--- src/hdl/mcl_pkg.sv ---
// Shared constants, codes and types for the multiband clamped lookup block.
`timescale 1ns / 1ps
package mcl_pkg;

   // Default configuration of the table store.
   localparam int BANDS_DEF       = 3;
   localparam int TABLE_DEPTH_DEF = 1024;

   // Fixed field widths.
   localparam int SAMPLE_W = 16;
   localparam int ENTRY_W  = 16;
   localparam int INDEX_W  = 10;
   localparam int BAND_W   = 2;
   localparam int COUNT_W  = 11;
   localparam int MODE_W   = 2;
   localparam int CSR_IDX_W  = 3;
   localparam int CSR_DATA_W = 16;

   // Stream widths.
   localparam int REQ_DATA_W = 48;
   localparam int REQ_USER_W = 3;
   localparam int RSP_DATA_W = 16;
   localparam int RSP_USER_W = 2;

   // Depth of the result queue that decouples the pipeline from the receiver.
   localparam int RSP_FIFO_DEPTH = 4;

   // Width used for the signed clamp arithmetic.
   localparam int CLAMP_W = 18;

   // Command codes carried in req_tuser.
   localparam logic CMD_LOOKUP = 1'b0;
   localparam logic CMD_WRITE  = 1'b1;

   // Output format codes.
   typedef enum logic [MODE_W-1:0] {
      MODE_VALUE = 2'd0,
      MODE_BYTE  = 2'd1,
      MODE_BIT   = 2'd2
   } out_mode_type;

   // Configuration register indexes.
   localparam logic [CSR_IDX_W-1:0] CFG_OUT_MODE    = 3'd0;
   localparam logic [CSR_IDX_W-1:0] CFG_OFFSET_BASE = 3'd1;
   localparam logic [CSR_IDX_W-1:0] CFG_COUNT_BASE  = 3'd4;

   // Access strobes toward the table memory.
   typedef struct packed {
      logic wr_en;
      logic rd_en;
   } tbl_ctl_type;

   // One formatted result word.
   typedef struct packed {
      logic [BAND_W-1:0]  band;
      logic [ENTRY_W-1:0] value;
   } rsp_word_type;

endpackage

--- src/hdl/mcl_addr.sv ---
// Band selection, count saturation and sample clamp into a table address.
`timescale 1ns / 1ps
module mcl_addr #(
   parameter int BANDS       = mcl_pkg::BANDS_DEF,
   parameter int TABLE_DEPTH = mcl_pkg::TABLE_DEPTH_DEF,
   parameter int ADDR_W      = (BANDS * TABLE_DEPTH > 1) ? $clog2(BANDS * TABLE_DEPTH) : 1
) (
   input  logic                                valid,
   input  logic                                cmd,
   input  logic [mcl_pkg::BAND_W-1:0]          band,
   input  logic signed [mcl_pkg::SAMPLE_W-1:0] sample,
   input  logic [mcl_pkg::INDEX_W-1:0]         entry_index,
   input  logic signed [mcl_pkg::SAMPLE_W-1:0] offsets [BANDS],
   input  logic [mcl_pkg::COUNT_W-1:0]         counts [BANDS],
   output mcl_pkg::tbl_ctl_type                ctl,
   output logic [ADDR_W-1:0]                   addr
);
   import mcl_pkg::*;

   localparam int IDX_W = (TABLE_DEPTH > 1) ? $clog2(TABLE_DEPTH) : 1;

   logic signed [SAMPLE_W-1:0] off_sel;
   logic [COUNT_W-1:0]         cnt_raw;
   logic signed [CLAMP_W-1:0]  cnt;
   logic signed [CLAMP_W-1:0]  diff;
   logic signed [CLAMP_W-1:0]  ent_wide;
   logic [IDX_W-1:0]           ent;

   // Band values beyond the table set never reach this stage.
   always_comb begin
      off_sel = offsets[0];
      cnt_raw = counts[0];
      for (int b = 1; b < BANDS; b++) begin
         if (band == BAND_W'(b)) begin
            off_sel = offsets[b];
            cnt_raw = counts[b];
         end
      end
   end

   // Count is saturated into one..TABLE_DEPTH.
   always_comb begin
      priority if (cnt_raw == '0) begin
         cnt = CLAMP_W'(1);
      end else if ({{(CLAMP_W-COUNT_W){1'b0}}, cnt_raw} > CLAMP_W'(TABLE_DEPTH)) begin
         cnt = CLAMP_W'(TABLE_DEPTH);
      end else begin
         cnt = {{(CLAMP_W-COUNT_W){1'b0}}, cnt_raw};
      end
   end

   assign diff = CLAMP_W'(sample) - CLAMP_W'(off_sel);

   always_comb begin
      priority if (diff < 0) begin
         ent_wide = '0;
      end else if (diff >= cnt) begin
         ent_wide = cnt - CLAMP_W'(1);
      end else begin
         ent_wide = diff;
      end
   end

   always_comb begin
      if (cmd == CMD_WRITE) begin
         ent = IDX_W'(entry_index);
      end else begin
         ent = ent_wide[IDX_W-1:0];
      end
   end

   assign addr = ADDR_W'(band) * ADDR_W'(TABLE_DEPTH) + ADDR_W'(ent);

   assign ctl.wr_en = valid && (cmd == CMD_WRITE);
   assign ctl.rd_en = valid && (cmd == CMD_LOOKUP);

endmodule

--- config.mk ---
export PLATFORM = sky130hd
export DESIGN_NAME = mcl_addr
export DESIGN_NICKNAME = d
export VERILOG_FILES = /design/src/hdl/mcl_pkg.sv /design/src/hdl/mcl_addr.sv
export SDC_FILE = /design/constraint.sdc
export NUM_CORES = 1
export LEC_CHECK = 0
export BUFFER_PORTS_ARGS = -buffer_cell sky130_fd_sc_hd__clkbuf_2
export CORE_MARGIN = 1.5
export CORE_UTILIZATION = 40
export DETAILED_ROUTE_END_ITERATION = 6
export GPL_TIMING_DRIVEN = 1
export PLACE_DENSITY = 0.78
export SYNTH_ARGS = -nofsm -noshare
export SYNTH_HDL_FRONTEND = slang
export SYNTH_SLANG_ARGS = --single-unit
--- constraint.sdc ---
create_clock -name vclk -period 10.9
set_input_delay 2.725 -clock vclk [all_inputs]
set_output_delay 2.725 -clock vclk [all_outputs]
set_load 0.01 [all_outputs]
==> results.cfg <==
[layout]
seq_cells = 0
stdcell_count = 485
final.fill_count = 525
syn_to_final_growth_pct = 29.1
utilization_pct = 54.4
fin_nets = 557
diodes = 0
seqCellArea_sq_um = 0
multi_input_area_sq_um = 2060
clkbuf_count = 0
drive_gt1_share_pct = 35.7

[worst_setup_path]
crit_family = compound AO/OA/AOI/OAI gates
slowest_stage = nand2b_1
cp_slowest_stage_delay_ns = 0.54
path_class = primary input to output pin
crit_chain = clkbuf_2 > nand2b_1 > o22a_1 > o21ai_0 > ha_1 > o211ai_1 > a21oi_1 > o21ai_0 > nand2b_1 > a21oi_1 > xnor2_1 > ha_1 > a21o_1 > a211o_1 > a31oi_1 > nor2_1 > a21oi_1 > and4_1 > nand2_1 > o311ai_1 > clkbuf_2
required_ns = 8.18
cp.depth = 21
endpoint_kind = output pin
cp_num_buf_inv = 2
cp.arrival_ns = 7.26
crit_path_start_kind = primary input
worst_path_most_repeated_cell = a21oi_1
critPathMaxFanout = 16

[timing]
worst_pin_slew_ns = 0.628
rsz0062_at_grt = no
hold_slack_ns = 5.75
final_hold_viol_count = 0
slew-limit-headroom_pct = 58.2
slew_viol_final = 0
min_period_over_period_pct = 91.6
setup_violations = 0
period_minus_slack_ns = 9.99
max_freq_mhz = 100
tns_ns = 0

[die]
die_y_um = 77.1
start_util_pct = 42.2
num_io_pins = 125
die-area_sq_um = 5940
die_w_um = 77.1
fp.coreArea_sq_um = 5200
fp-row-count = 26

[placed_design]
dp_cells = 485
place.gp.congestion = 0.903
portBuffers = 125
dp_hpwl_um = 5600

[power]
total_power_mw = 0.224
peakVddDrop_uv = 43.5
p_leak_nw = 1.37
powerDensity_nw_per_um2 = 79.1

[synthesis]
seq_area_frac_synth_pct = 0
syn_area_sq_um = 2200
netlist_instances = 304
ys_types = 60
synth_warnings = 0
synth.avg_cell_area_sq_um = 7.22
syn_nets = 444

[global_route]
grt_pass1_vias = 2517
grt_pass1_wl_um = 10800
grt_max_degree = 17
overflow = 0
grtUsageTotal_pct = 20.9
antenna_found_initial = 0

[routing]
drtIter0Drc = 122
via_per_inst = 5.66
drt-total-wl_um = 6470
num_vias = 2744
drcViolationCount = 0
wire_per_inst_um = 13.3
drtAntennaViolNets = 0
dr.pass1.iters = 4

[clock_tree]
cts_resized = 0
hold_buffers = 0
cts_setup_buffers = 0

[outcome]
status = completed

[min_path]
hold_class = primary input to output pin
hold_path_depth = 4

[job]
drv_cap = 0
==> worst paths after layout <==
check,endpoint,startpoint
hold / removal,addr[7],entry_index[7]
setup / recovery,addr[0],band[1]
==> report_power, final <==
part           internal, mW  switching (mW)  leakage, nW
Sequential                0               0            0
Clock                     0               0            0
Combinational        0.0993           0.125         1.37
Total                0.0993           0.125         1.37
==> routing by layer <==
layer	vias to the layer above	GRT usage, %	part of all wire, %
met4	0	1.09	0.12
li1	1408	-	-
met1	1241	27.3	46
met2	93	38.4	48
met3	2	2.02	6.1
met5	-	0	0
==> per-stage QoR <==
| stage | setup slack [ns] | instance area [sq um] |
|---|---|---|
| after floorplan | 1.69 | 2200 |
| after global placement | 1.09 | 2830 |
| after detailed placement | 0.972 | 2830 |
| after CTS | 0.964 | 2830 |
| after global routing | 0.454 | 2830 |
| final | 0.915 | 2830 |
==> area by class of cell <==
class,instances,share of cell area [%]
multi-input combinational,275,72.6
timing repair buffer,127,22.6
tap,70,3.09
inverter,13,1.72
==> cell families (layout without fill, tap and decap cells) <==
| kind of cell | after synthesis | in the layout | synth area share [%] |
|---|---|---|---|
| buf+inv | 29 | 140 | 6.32 |
| xor+xnor | 12 | 12 | 5.13 |
| fa+ha+maj | 29 | 29 | 16.9 |
| compound gates | 130 | 130 | 42.4 |
| mux | 7 | 7 | 4.05 |
| simple gates | 97 | 97 | 25.2 |
==> cell usage after synthesis (all sizes together) (2+ instances only) <==
| master | number | share of area [%] |
|---|---|---|
| o21ai | 33 | 7.5 |
| ha | 28 | 16 |
| nand2 | 25 | 4.4 |
| a21oi | 24 | 5.6 |
| o22a | 15 | 6.0 |
| inv | 13 | 2.2 |
| nand2b | 13 | 3.7 |
| nor2 | 13 | 2.2 |
| nor3 | 10 | 2.3 |
| or3b | 10 | 4.0 |
| buf | 9 | 2.9 |
| a21o | 8 | 2.7 |
| xnor2 | 8 | 3.2 |
| a31oi | 7 | 2.0 |
| clkbuf | 7 | 1.2 |
| o211ai | 6 | 2.1 |
| o221a | 6 | 3.1 |
| o31ai | 6 | 2.3 |
| a211o | 5 | 2.0 |
| a211oi | 5 | 2.2 |
| mux2i | 5 | 2.8 |
| o221ai | 5 | 3.1 |
| and3 | 4 | 1.1 |
| nand3 | 4 | 0.91 |
| nand4 | 4 | 1.1 |
| xor2 | 4 | 1.9 |
| and2 | 2 | 0.57 |
| and4 | 2 | 0.91 |
| mux2 | 2 | 1.2 |
| nand3b | 2 | 0.68 |
| nor2b | 2 | 0.57 |
| nor4 | 2 | 1.5 |
| o311ai | 2 | 0.80 |
| or3 | 2 | 0.57 |
==> cell usage in the layout (no fill, tap or decap), types with 4 or more instances in the layout <==
cell type / n
a211o_1: 5
a21o_1: 8
a21oi_1: 23
a31oi_1: 7
and3_1: 4
clkbuf_2: 125
ha_1: 28
inv_1: 12
mux2i_1: 4
nand2_1: 24
nand2b_1: 13
nand3_1: 4
nand4_1: 4
nor2_1: 13
nor3_1: 10
o211ai_1: 6
o21ai_0: 28
o21ai_1: 5
o221a_2: 6
o22a_1: 15
o31ai_1: 5
or3b_1: 10
xnor2_1: 8
Power figures use the tool's default switching activity.
