[src/hdl/mcl_pkg.sv]
// Shared constants, codes and types for the multiband clamped lookup block.
`timescale 1ns / 1ps
package mcl_pkg;

   // Default configuration of the table store.
   localparam int BANDS_DEF       = 3;
   localparam int TABLE_DEPTH_DEF = 1024;

   // Fixed field widths.
   localparam int SAMPLE_W = 16;
   localparam int ENTRY_W  = 16;
   localparam int INDEX_W  = 10;
   localparam int BAND_W   = 2;
   localparam int COUNT_W  = 11;
   localparam int MODE_W   = 2;
   localparam int CSR_IDX_W  = 3;
   localparam int CSR_DATA_W = 16;

   // Stream widths.
   localparam int REQ_DATA_W = 48;
   localparam int REQ_USER_W = 3;
   localparam int RSP_DATA_W = 16;
   localparam int RSP_USER_W = 2;

   // Depth of the result queue that decouples the pipeline from the receiver.
   localparam int RSP_FIFO_DEPTH = 4;

   // Width used for the signed clamp arithmetic.
   localparam int CLAMP_W = 18;

   // Command codes carried in req_tuser.
   localparam logic CMD_LOOKUP = 1'b0;
   localparam logic CMD_WRITE  = 1'b1;

   // Output format codes.
   typedef enum logic [MODE_W-1:0] {
      MODE_VALUE = 2'd0,
      MODE_BYTE  = 2'd1,
      MODE_BIT   = 2'd2
   } out_mode_type;

   // Configuration register indexes.
   localparam logic [CSR_IDX_W-1:0] CFG_OUT_MODE    = 3'd0;
   localparam logic [CSR_IDX_W-1:0] CFG_OFFSET_BASE = 3'd1;
   localparam logic [CSR_IDX_W-1:0] CFG_COUNT_BASE  = 3'd4;

   // Access strobes toward the table memory.
   typedef struct packed {
      logic wr_en;
      logic rd_en;
   } tbl_ctl_type;

   // One formatted result word.
   typedef struct packed {
      logic [BAND_W-1:0]  band;
      logic [ENTRY_W-1:0] value;
   } rsp_word_type;

endpackage

[src/hdl/mcl_rsp_fifo.sv]
// Small result queue between the lookup pipeline and the output channel.
`timescale 1ns / 1ps
module mcl_rsp_fifo #(
   parameter int DEPTH = mcl_pkg::RSP_FIFO_DEPTH,
   parameter int CNT_W = $clog2(DEPTH + 1)
) (
   input  logic                  clock,
   input  logic                  reset,
   input  logic                  push,
   input  mcl_pkg::rsp_word_type push_word,
   input  logic                  pop,
   output logic                  not_empty,
   output mcl_pkg::rsp_word_type head_word,
   output logic [CNT_W-1:0]      fill
);
   import mcl_pkg::*;

   localparam int PTR_W = (DEPTH > 1) ? $clog2(DEPTH) : 1;

   rsp_word_type     store [DEPTH];
   logic [PTR_W-1:0] wr_ptr_ff;
   logic [PTR_W-1:0] rd_ptr_ff;
   logic [CNT_W-1:0] fill_ff;
   logic [PTR_W-1:0] wr_ptr_in;
   logic [PTR_W-1:0] rd_ptr_in;
   logic [CNT_W-1:0] fill_in;

   always_comb begin
      wr_ptr_in = wr_ptr_ff;
      rd_ptr_in = rd_ptr_ff;
      fill_in   = fill_ff;
      if (push) begin
         wr_ptr_in = (wr_ptr_ff == PTR_W'(DEPTH - 1)) ? '0 : wr_ptr_ff + PTR_W'(1);
      end
      if (pop) begin
         rd_ptr_in = (rd_ptr_ff == PTR_W'(DEPTH - 1)) ? '0 : rd_ptr_ff + PTR_W'(1);
      end
      if (push && !pop) begin
         fill_in = fill_ff + CNT_W'(1);
      end else if (pop && !push) begin
         fill_in = fill_ff - CNT_W'(1);
      end
   end

   always_ff @(posedge clock) begin
      if (reset) begin
         wr_ptr_ff <= '0;
         rd_ptr_ff <= '0;
         fill_ff   <= '0;
      end else begin
         wr_ptr_ff <= wr_ptr_in;
         rd_ptr_ff <= rd_ptr_in;
         fill_ff   <= fill_in;
      end
   end

   always_ff @(posedge clock) begin
      if (push) begin
         store[wr_ptr_ff] <= push_word;
      end
   end

   assign not_empty = (fill_ff != '0);
   assign head_word = store[rd_ptr_ff];
   assign fill      = fill_ff;

endmodule

[config.mk]
export PLATFORM = sky130hd
export DESIGN_NAME = mcl_rsp_fifo
export DESIGN_NICKNAME = d
export VERILOG_FILES = /design/src/hdl/mcl_pkg.sv /design/src/hdl/mcl_rsp_fifo.sv
export SDC_FILE = /design/constraint.sdc
export NUM_CORES = 1
export LEC_CHECK = 0
export ABC_AREA = 0
export BUFFER_PORTS_ARGS = -buffer_cell sky130_fd_sc_hd__buf_2
export CAP_MARGIN = 10
export CORE_UTILIZATION = 40
export CTS_BUF_LIST = sky130_fd_sc_hd__clkbuf_4
export CTS_CLUSTER_DIAMETER = 100
export DETAILED_ROUTE_END_ITERATION = 6
export PLACE_DENSITY_LB_ADDON = 0.25
export SLEW_MARGIN = 20
export SYNTH_ARGS = -nofsm -noshare
export SYNTH_HDL_FRONTEND = slang
export SYNTH_SLANG_ARGS = --single-unit
[constraint.sdc]
create_clock -name clock -period 1.69 [get_ports clock]
set_input_delay 0.338 -clock clock [delete_from_list [all_inputs] [get_ports clock]]
set_output_delay 0.338 -clock clock [all_outputs]
set_load 0.005 [all_outputs]
==> impl_metrics.yaml, run 1 <==
clocking:
  cts.htree.levels: 3
  clk_pin_slew_ns: 0.13
  ctsHoldBuffers: 0
  postCtsSetupRepairBufs: 0
  cts_tree: "done"
  cts_sinks: 81
  clk_path_buf_depth: 2
  worstSkewPairLatency_ns: 0.41
  cts_made_buffers: 9
  root_buffer: "clkbuf_4"
yosys:
  synth_compound_area_share_pct: 0.489
  ys_seq_elements: 81
  synth_cell_types: 18
  synth-xor-area-share_pct: 0.570
  syn_nets: 166
  synthAdderAreaFrac_pct: 3.09
  ys.warnings.count: 0
  synthesis.instances: 137
  synthMuxAreaShare_pct: 15.5
  netlist_area_um2: 3070
  ys_seq_area_share_pct: 76.2
  synth_top_family_by_area: "multiplexers"
  synth-simple-area-share_pct: 2.32
  avgSynthCellArea_um2: 22.4
floorplan:
  io_pins: 44
  dieArea_um2: 8040
  die_w_um: 89.7
  core_area_um2: 7330
  num_rows: 31
  initial_core_util_pct: 41.9
  die_h_um: 89.7
global_routing:
  grt_max_degree: 19
  grt_pass1_vias: 1553
  grtUsageTotal_pct: 14.6
  gr-total-overflow: 0
  antenna_found_initial: 0
  grt_pass1_wl_um: 7900
timing:
  timing.final.crit_share_pct: 116
  drv_slew: 0
  finalHoldViolations: 0
  setup_viol: 18
  fin_crit_ns: 1.95
  fin_skew_ns: 0.0107
  fmax_mhz: 512
  layout_setup_ws_ns: -0.262
  rsz0062_at_grt: "yes"
  tightest_slew_ns: 0.247
  hold_ws_ns: 0.130
  relSlewSlack_pct: 83.5
  tns_ns: -4.36
final_layout:
  final_common_cell: "edfxtp_1"
  drive_gt1_share_pct: 44.7
  final_nets: 232
  syn_to_final_growth_pct: 18.9
  design_area_um2: 3650
  antennaDiodeCount: 0
  most-common-layout-cells: "72 x edfxtp_1, 43 x buf_2, 18 x mux4_2, 12 x buf_4, 9 x clkbuf_4"
setup_path:
  r2r_setup_slack_ns: 0.14
  startpoint_type: "flop"
  r2r_end: "fill[2]"
  crit_arrival_ns: 1.61
  timing.rr.start: "fill[0]"
  path_class: "reg2out"
  rr_worst_depth: 4
  cp_max_fo: 7
  worstSetupEndpointType: "primary output"
  cp.required_ns: 1.35
routing:
  ant_nets: 0
  wire_per_inst_um: 16.8
  firstDrtPassIters: 4
  totalWireLength_um: 5160
  drt-vias-per-instance: 4.78
  drtIter0Drc: 49
  drc: 0
  vias: 1466
power:
  seqPwrFrac_pct: 60.4
  swShare_pct: 23.1
  p_int_mw: 2.96
  leakagePower_nw: 1.31
  power_frac_comb_pct: 11.1
  clock_power_share_pct: 28.4
  p_sw_uw: 889
  ir_drop_mv: 0.417
  powerDensity_nw_per_um2: 1050
worst_hold_path:
  hp-class: "in2reg"
  hold_path_depth: 1
  min_from: "push_word[0]"
  hold-path-endpoint: "store[3][0]"
place:
  routabilityCongestion: 0.631
  place_area_um2: 3510
  numPortBuffers: 43
  hpwl_um: 3530
  dpl_worst_slack_ns: -0.172
flow_run:
  maxCapViolCount: 0
run_status:
  outcome: "complete, but fails checks"
  violations: "setup timing"
-- Yosys cell counts --
cell | number | area share [%]
fa_1 | 1 | 0.65
mux2i_1 | 4 | 1.3
edfxtp_1 | 72 | 70
mux4_1 | 8 | 6.8
buf_2 | 2 | 0.33
buf_6 | 1 | 0.37
xor2_1 | 2 | 0.57
nor3b_1 | 1 | 0.24
o21ai_0 | 1 | 0.16
a21oi_1 | 2 | 0.33
ha_1 | 6 | 2.4
dfxtp_1 | 9 | 5.9
buf_12 | 1 | 0.65
or3_1 | 2 | 0.41
and2_1 | 4 | 0.81
nor2_1 | 7 | 0.86
mux4_2 | 10 | 7.3
inv_1 | 4 | 0.49
-- layer usage --
layer / track usage [%] / routed length, um
met2: 25.0 / 2680
met1: 16.8 / 2160
met3: 4.57 / 228
met4: 6.49 / 87
met5: 0 / 0
-- final cells by class --
type	count	area [um^2]
timing repair buffer	59	385
clock buffer	9	67.6
sequential	81	2350
multi-input combinational	48	644
inverter	4	15.0
tap	99	124
fill	605	3680
clock inverter	7	71.3
-- worst max-delay path: stages (launching register included) --
cell     delay, ns
dfxtp_4       0.41
buf_8         0.15
mux4_2        0.51
buf_2         0.14
-- worst max path at each step --
stage	slack [ns]	startpoint	cells after the start	endpoint
floorplan	0.09	pop	7	fill[2]
global placement	-0.02	pop	8	fill[2]
detailed placement	-0.17	pop	8	fill[2]
CTS	-0.31	flop	3	head_word[2]
global route	-0.34	flop	3	head_word[11]
finish	-0.26	flop	3	head_word[11]
-- sequential cells by signal, summed over array words and instances, names as in the netlist, named ones only --
register and count:
store 72, rd_ptr_ff 2, wr_ptr_ff 2, fill 3
-- power by group through the flow --
stage	registers [mW]	logic [mW]	clock network (mW)
finish	2.33	0.429	1.10
global route	2.34	0.478	1.21
CTS	2.33	0.428	1.12
detailed placement	2.37	0.421	0
global placement	2.36	0.403	0
floorplan	2.36	0.227	0
-- cells by family after synthesis --
kind of cell,after synthesis
adders and majority gates,7
muxes,22
DFF,81
buffers and inverters,8
xor gates and xnor gates,2
and+or+nand+nor,14
AOI/OAI and AO/OA,3
-- repair_timing --
| action | CTS | global route |
|---|---|---|
| gates cloned | 0 | 1 |
| gates resized for setup | 7 | 5 |
| pin swaps | 0 | 0 |
| setup endpoints to repair | 18 | 18 |
-- metrics by stage --
stage / utilization, % / std cells / power (mW)
floorplan: - / 137 / 2.59
global placement: 47.9 / 290 / 2.76
detailed placement: 47.9 / 290 / 2.79
CTS: 49.6 / 306 / 3.88
global route: 49.8 / 307 / 4.03
finish: 49.8 / 307 / 3.85
(Power assumes the default switching activity.)
==> inputs of run 2 (changes only) <==
clock period = 2 ns   (was 1.69 ns; I/O delays follow)
==> run 2 against run 1 <==
Critical endpoint is now head_word[6]. The flow still finishes with violations (setup timing). Power fell by 20%. Clock-buffer cell count unchanged. Register-to-register slack gained 0.32 ns. Flip-flop and latch count stayed put. First-iteration DRC count is 71% higher.
==> impl_metrics.yaml, run 2 (synthesized netlist as in run 1, its figures left out) <==
run_status:
  outcome: "complete, but fails checks"
  violations: "setup timing"
power:
  powerDensity_nw_per_um2: 863
  swShare_pct: 23.3
  clock_power_share_pct: 24.6
  ir_drop_mv: 0.448
  p_sw_uw: 719
  p_int_mw: 2.36
  leakagePower_nw: 1.27
  seqPwrFrac_pct: 63.8
  power_frac_comb_pct: 11.6
global_routing:
  grtUsageTotal_pct: 13.8
  grt_max_degree: 19
  antenna_found_initial: 0
  gr-total-overflow: 0
  grt_pass1_vias: 1497
  grt_pass1_wl_um: 7420
floorplan:
  dieArea_um2: 8040
  die_w_um: 89.7
  io_pins: 44
  initial_core_util_pct: 41.9
  die_h_um: 89.7
  num_rows: 31
  core_area_um2: 7330
final_layout:
  largest_register_ff_count: 72
  fillers: 600
  most-common-layout-cells: "72 x edfxtp_1, 41 x buf_2, 18 x mux4_2, 9 x clkbuf_4, 8 x dfxtp_1"
  final_common_cell: "edfxtp_1"
  antennaDiodeCount: 0
  fin_util_pct: 48.7
  syn_to_final_growth_pct: 16.2
  final_nets: 224
  largest-register: "store"
  drive_gt1_share_pct: 41.5
timing:
  hold_ws_ns: 0.187
  setup_viol: 15
  rsz0062_at_grt: "yes"
  drv_slew: 0
  fmax_mhz: 486
  layout_setup_ws_ns: -0.0583
  tightest_slew_ns: 0.291
  fin_crit_ns: 2.06
  relSlewSlack_pct: 80.6
  timing.final.crit_share_pct: 103
  finalHoldViolations: 0
  fin_skew_ns: 0.0108
setup_path:
  slowest_delay_ns: 0.52
  path_cells: "buf_16 > mux4_2 > buf_6"
  worstSetupEndpointType: "primary output"
  slowest_stage: "mux4_2"
  path_buf_inv: 2
  cp_max_fo: 9
  crit_arrival_ns: 1.66
  path_class: "reg2out"
  path_depth: 3
  cp.required_ns: 1.60
  rr_worst_depth: 4
  startpoint_type: "flop"
  crit_family: "multiplexers"
routing:
  vias: 1439
  wire_per_inst_um: 16.8
  totalWireLength_um: 5010
  drtIter0Drc: 84
  firstDrtPassIters: 4
  ant_nets: 0
  drc: 0
  drt-vias-per-instance: 4.81
clocking:
  worstSkewPairLatency_ns: 0.42
  root_buffer: "clkbuf_4"
  ctsHoldBuffers: 0
  clk_path_buf_depth: 2
  cts_sinks: 81
  clk_pin_slew_ns: 0.12
  cts_made_buffers: 9
  postCtsSetupRepairBufs: 0
  cts_tree: "done"
  cts.htree.levels: 3
worst_hold_path:
  hp-class: "in2reg"
  hold_path_depth: 1
place:
  dpl_worst_slack_ns: 0.0538
  routabilityCongestion: 0.789
  hpwl_um: 3110
  numPortBuffers: 43
flow_run:
  maxCapViolCount: 0
[run 2: worst register-to-register path, stage by stage (launching register included)]
cell	delay, ns
dfxtp_1	0.37
fa_1	0.45
xor2_1	0.17
or3_1	0.31
a21oi_1	0.18
[run 2: cell type report]
| class | instances | area, um^2 | area share, % |
|---|---|---|---|
| clock buffers | 9 | 67.6 | 1.89 |
| clock inverters | 7 | 37.5 | 1.05 |
| inverters | 4 | 15.0 | 0.420 |
| multi-input cells | 48 | 644 | 18.0 |
| flip-flops and latches | 81 | 2350 | 65.7 |
| well taps | 99 | 124 | 3.47 |
| repair buffers | 51 | 338 | 9.46 |
[run 2: power groups by stage]
stage,registers [mW],logic [mW],clock network (mW)
2_1_floorplan,1.99,0.192,0
3_3_place_gp,1.99,0.323,0
3_5_place_dp,2.00,0.338,0
4_1_cts,1.97,0.349,0.789
5_1_grt,1.98,0.395,0.856
6_report,1.97,0.358,0.757
[run 2: worst paths after layout]
| check | from | end | slack [ns] |
|---|---|---|---|
| max | flop | head_word[6] | -0.06 |
| max reg2reg | fill[0] | fill[2] | 0.46 |
| min | push_word[0] | store[0][0] | 0.19 |
| min reg2reg | rd_ptr_ff[0] | flop | 0.57 |
[run 2: what timing repair did]
item                                    in CTS  in global routing
resized for setup                            6                  7
endpoints found under the setup margin      18                 18
cloned                                       1                  1
[run 2: through the flow]
stage / cell area (um^2) / power [mW] / TNS, ns / std cells
floorplan: 3070 / 2.18 / 0 / 137
global placement: 3430 / 2.32 / 0 / 281
detailed placement: 3430 / 2.34 / 0 / 281
CTS: 3550 / 3.10 / -1.01 / 298
global route: 3570 / 3.23 / -1.85 / 299
finish: 3570 / 3.08 / -0.472 / 299
[run 2: routing by layer]
metal / wire length, um / vias to the layer above / global-route usage, %
li1: - / 670 / -
met1: 1950 / 718 / 14.6
met4: 114 / 0 / 8.23
met2: 2690 / 42 / 24.4
met5: 0 / - / 0
met3: 257 / 9 / 3.93
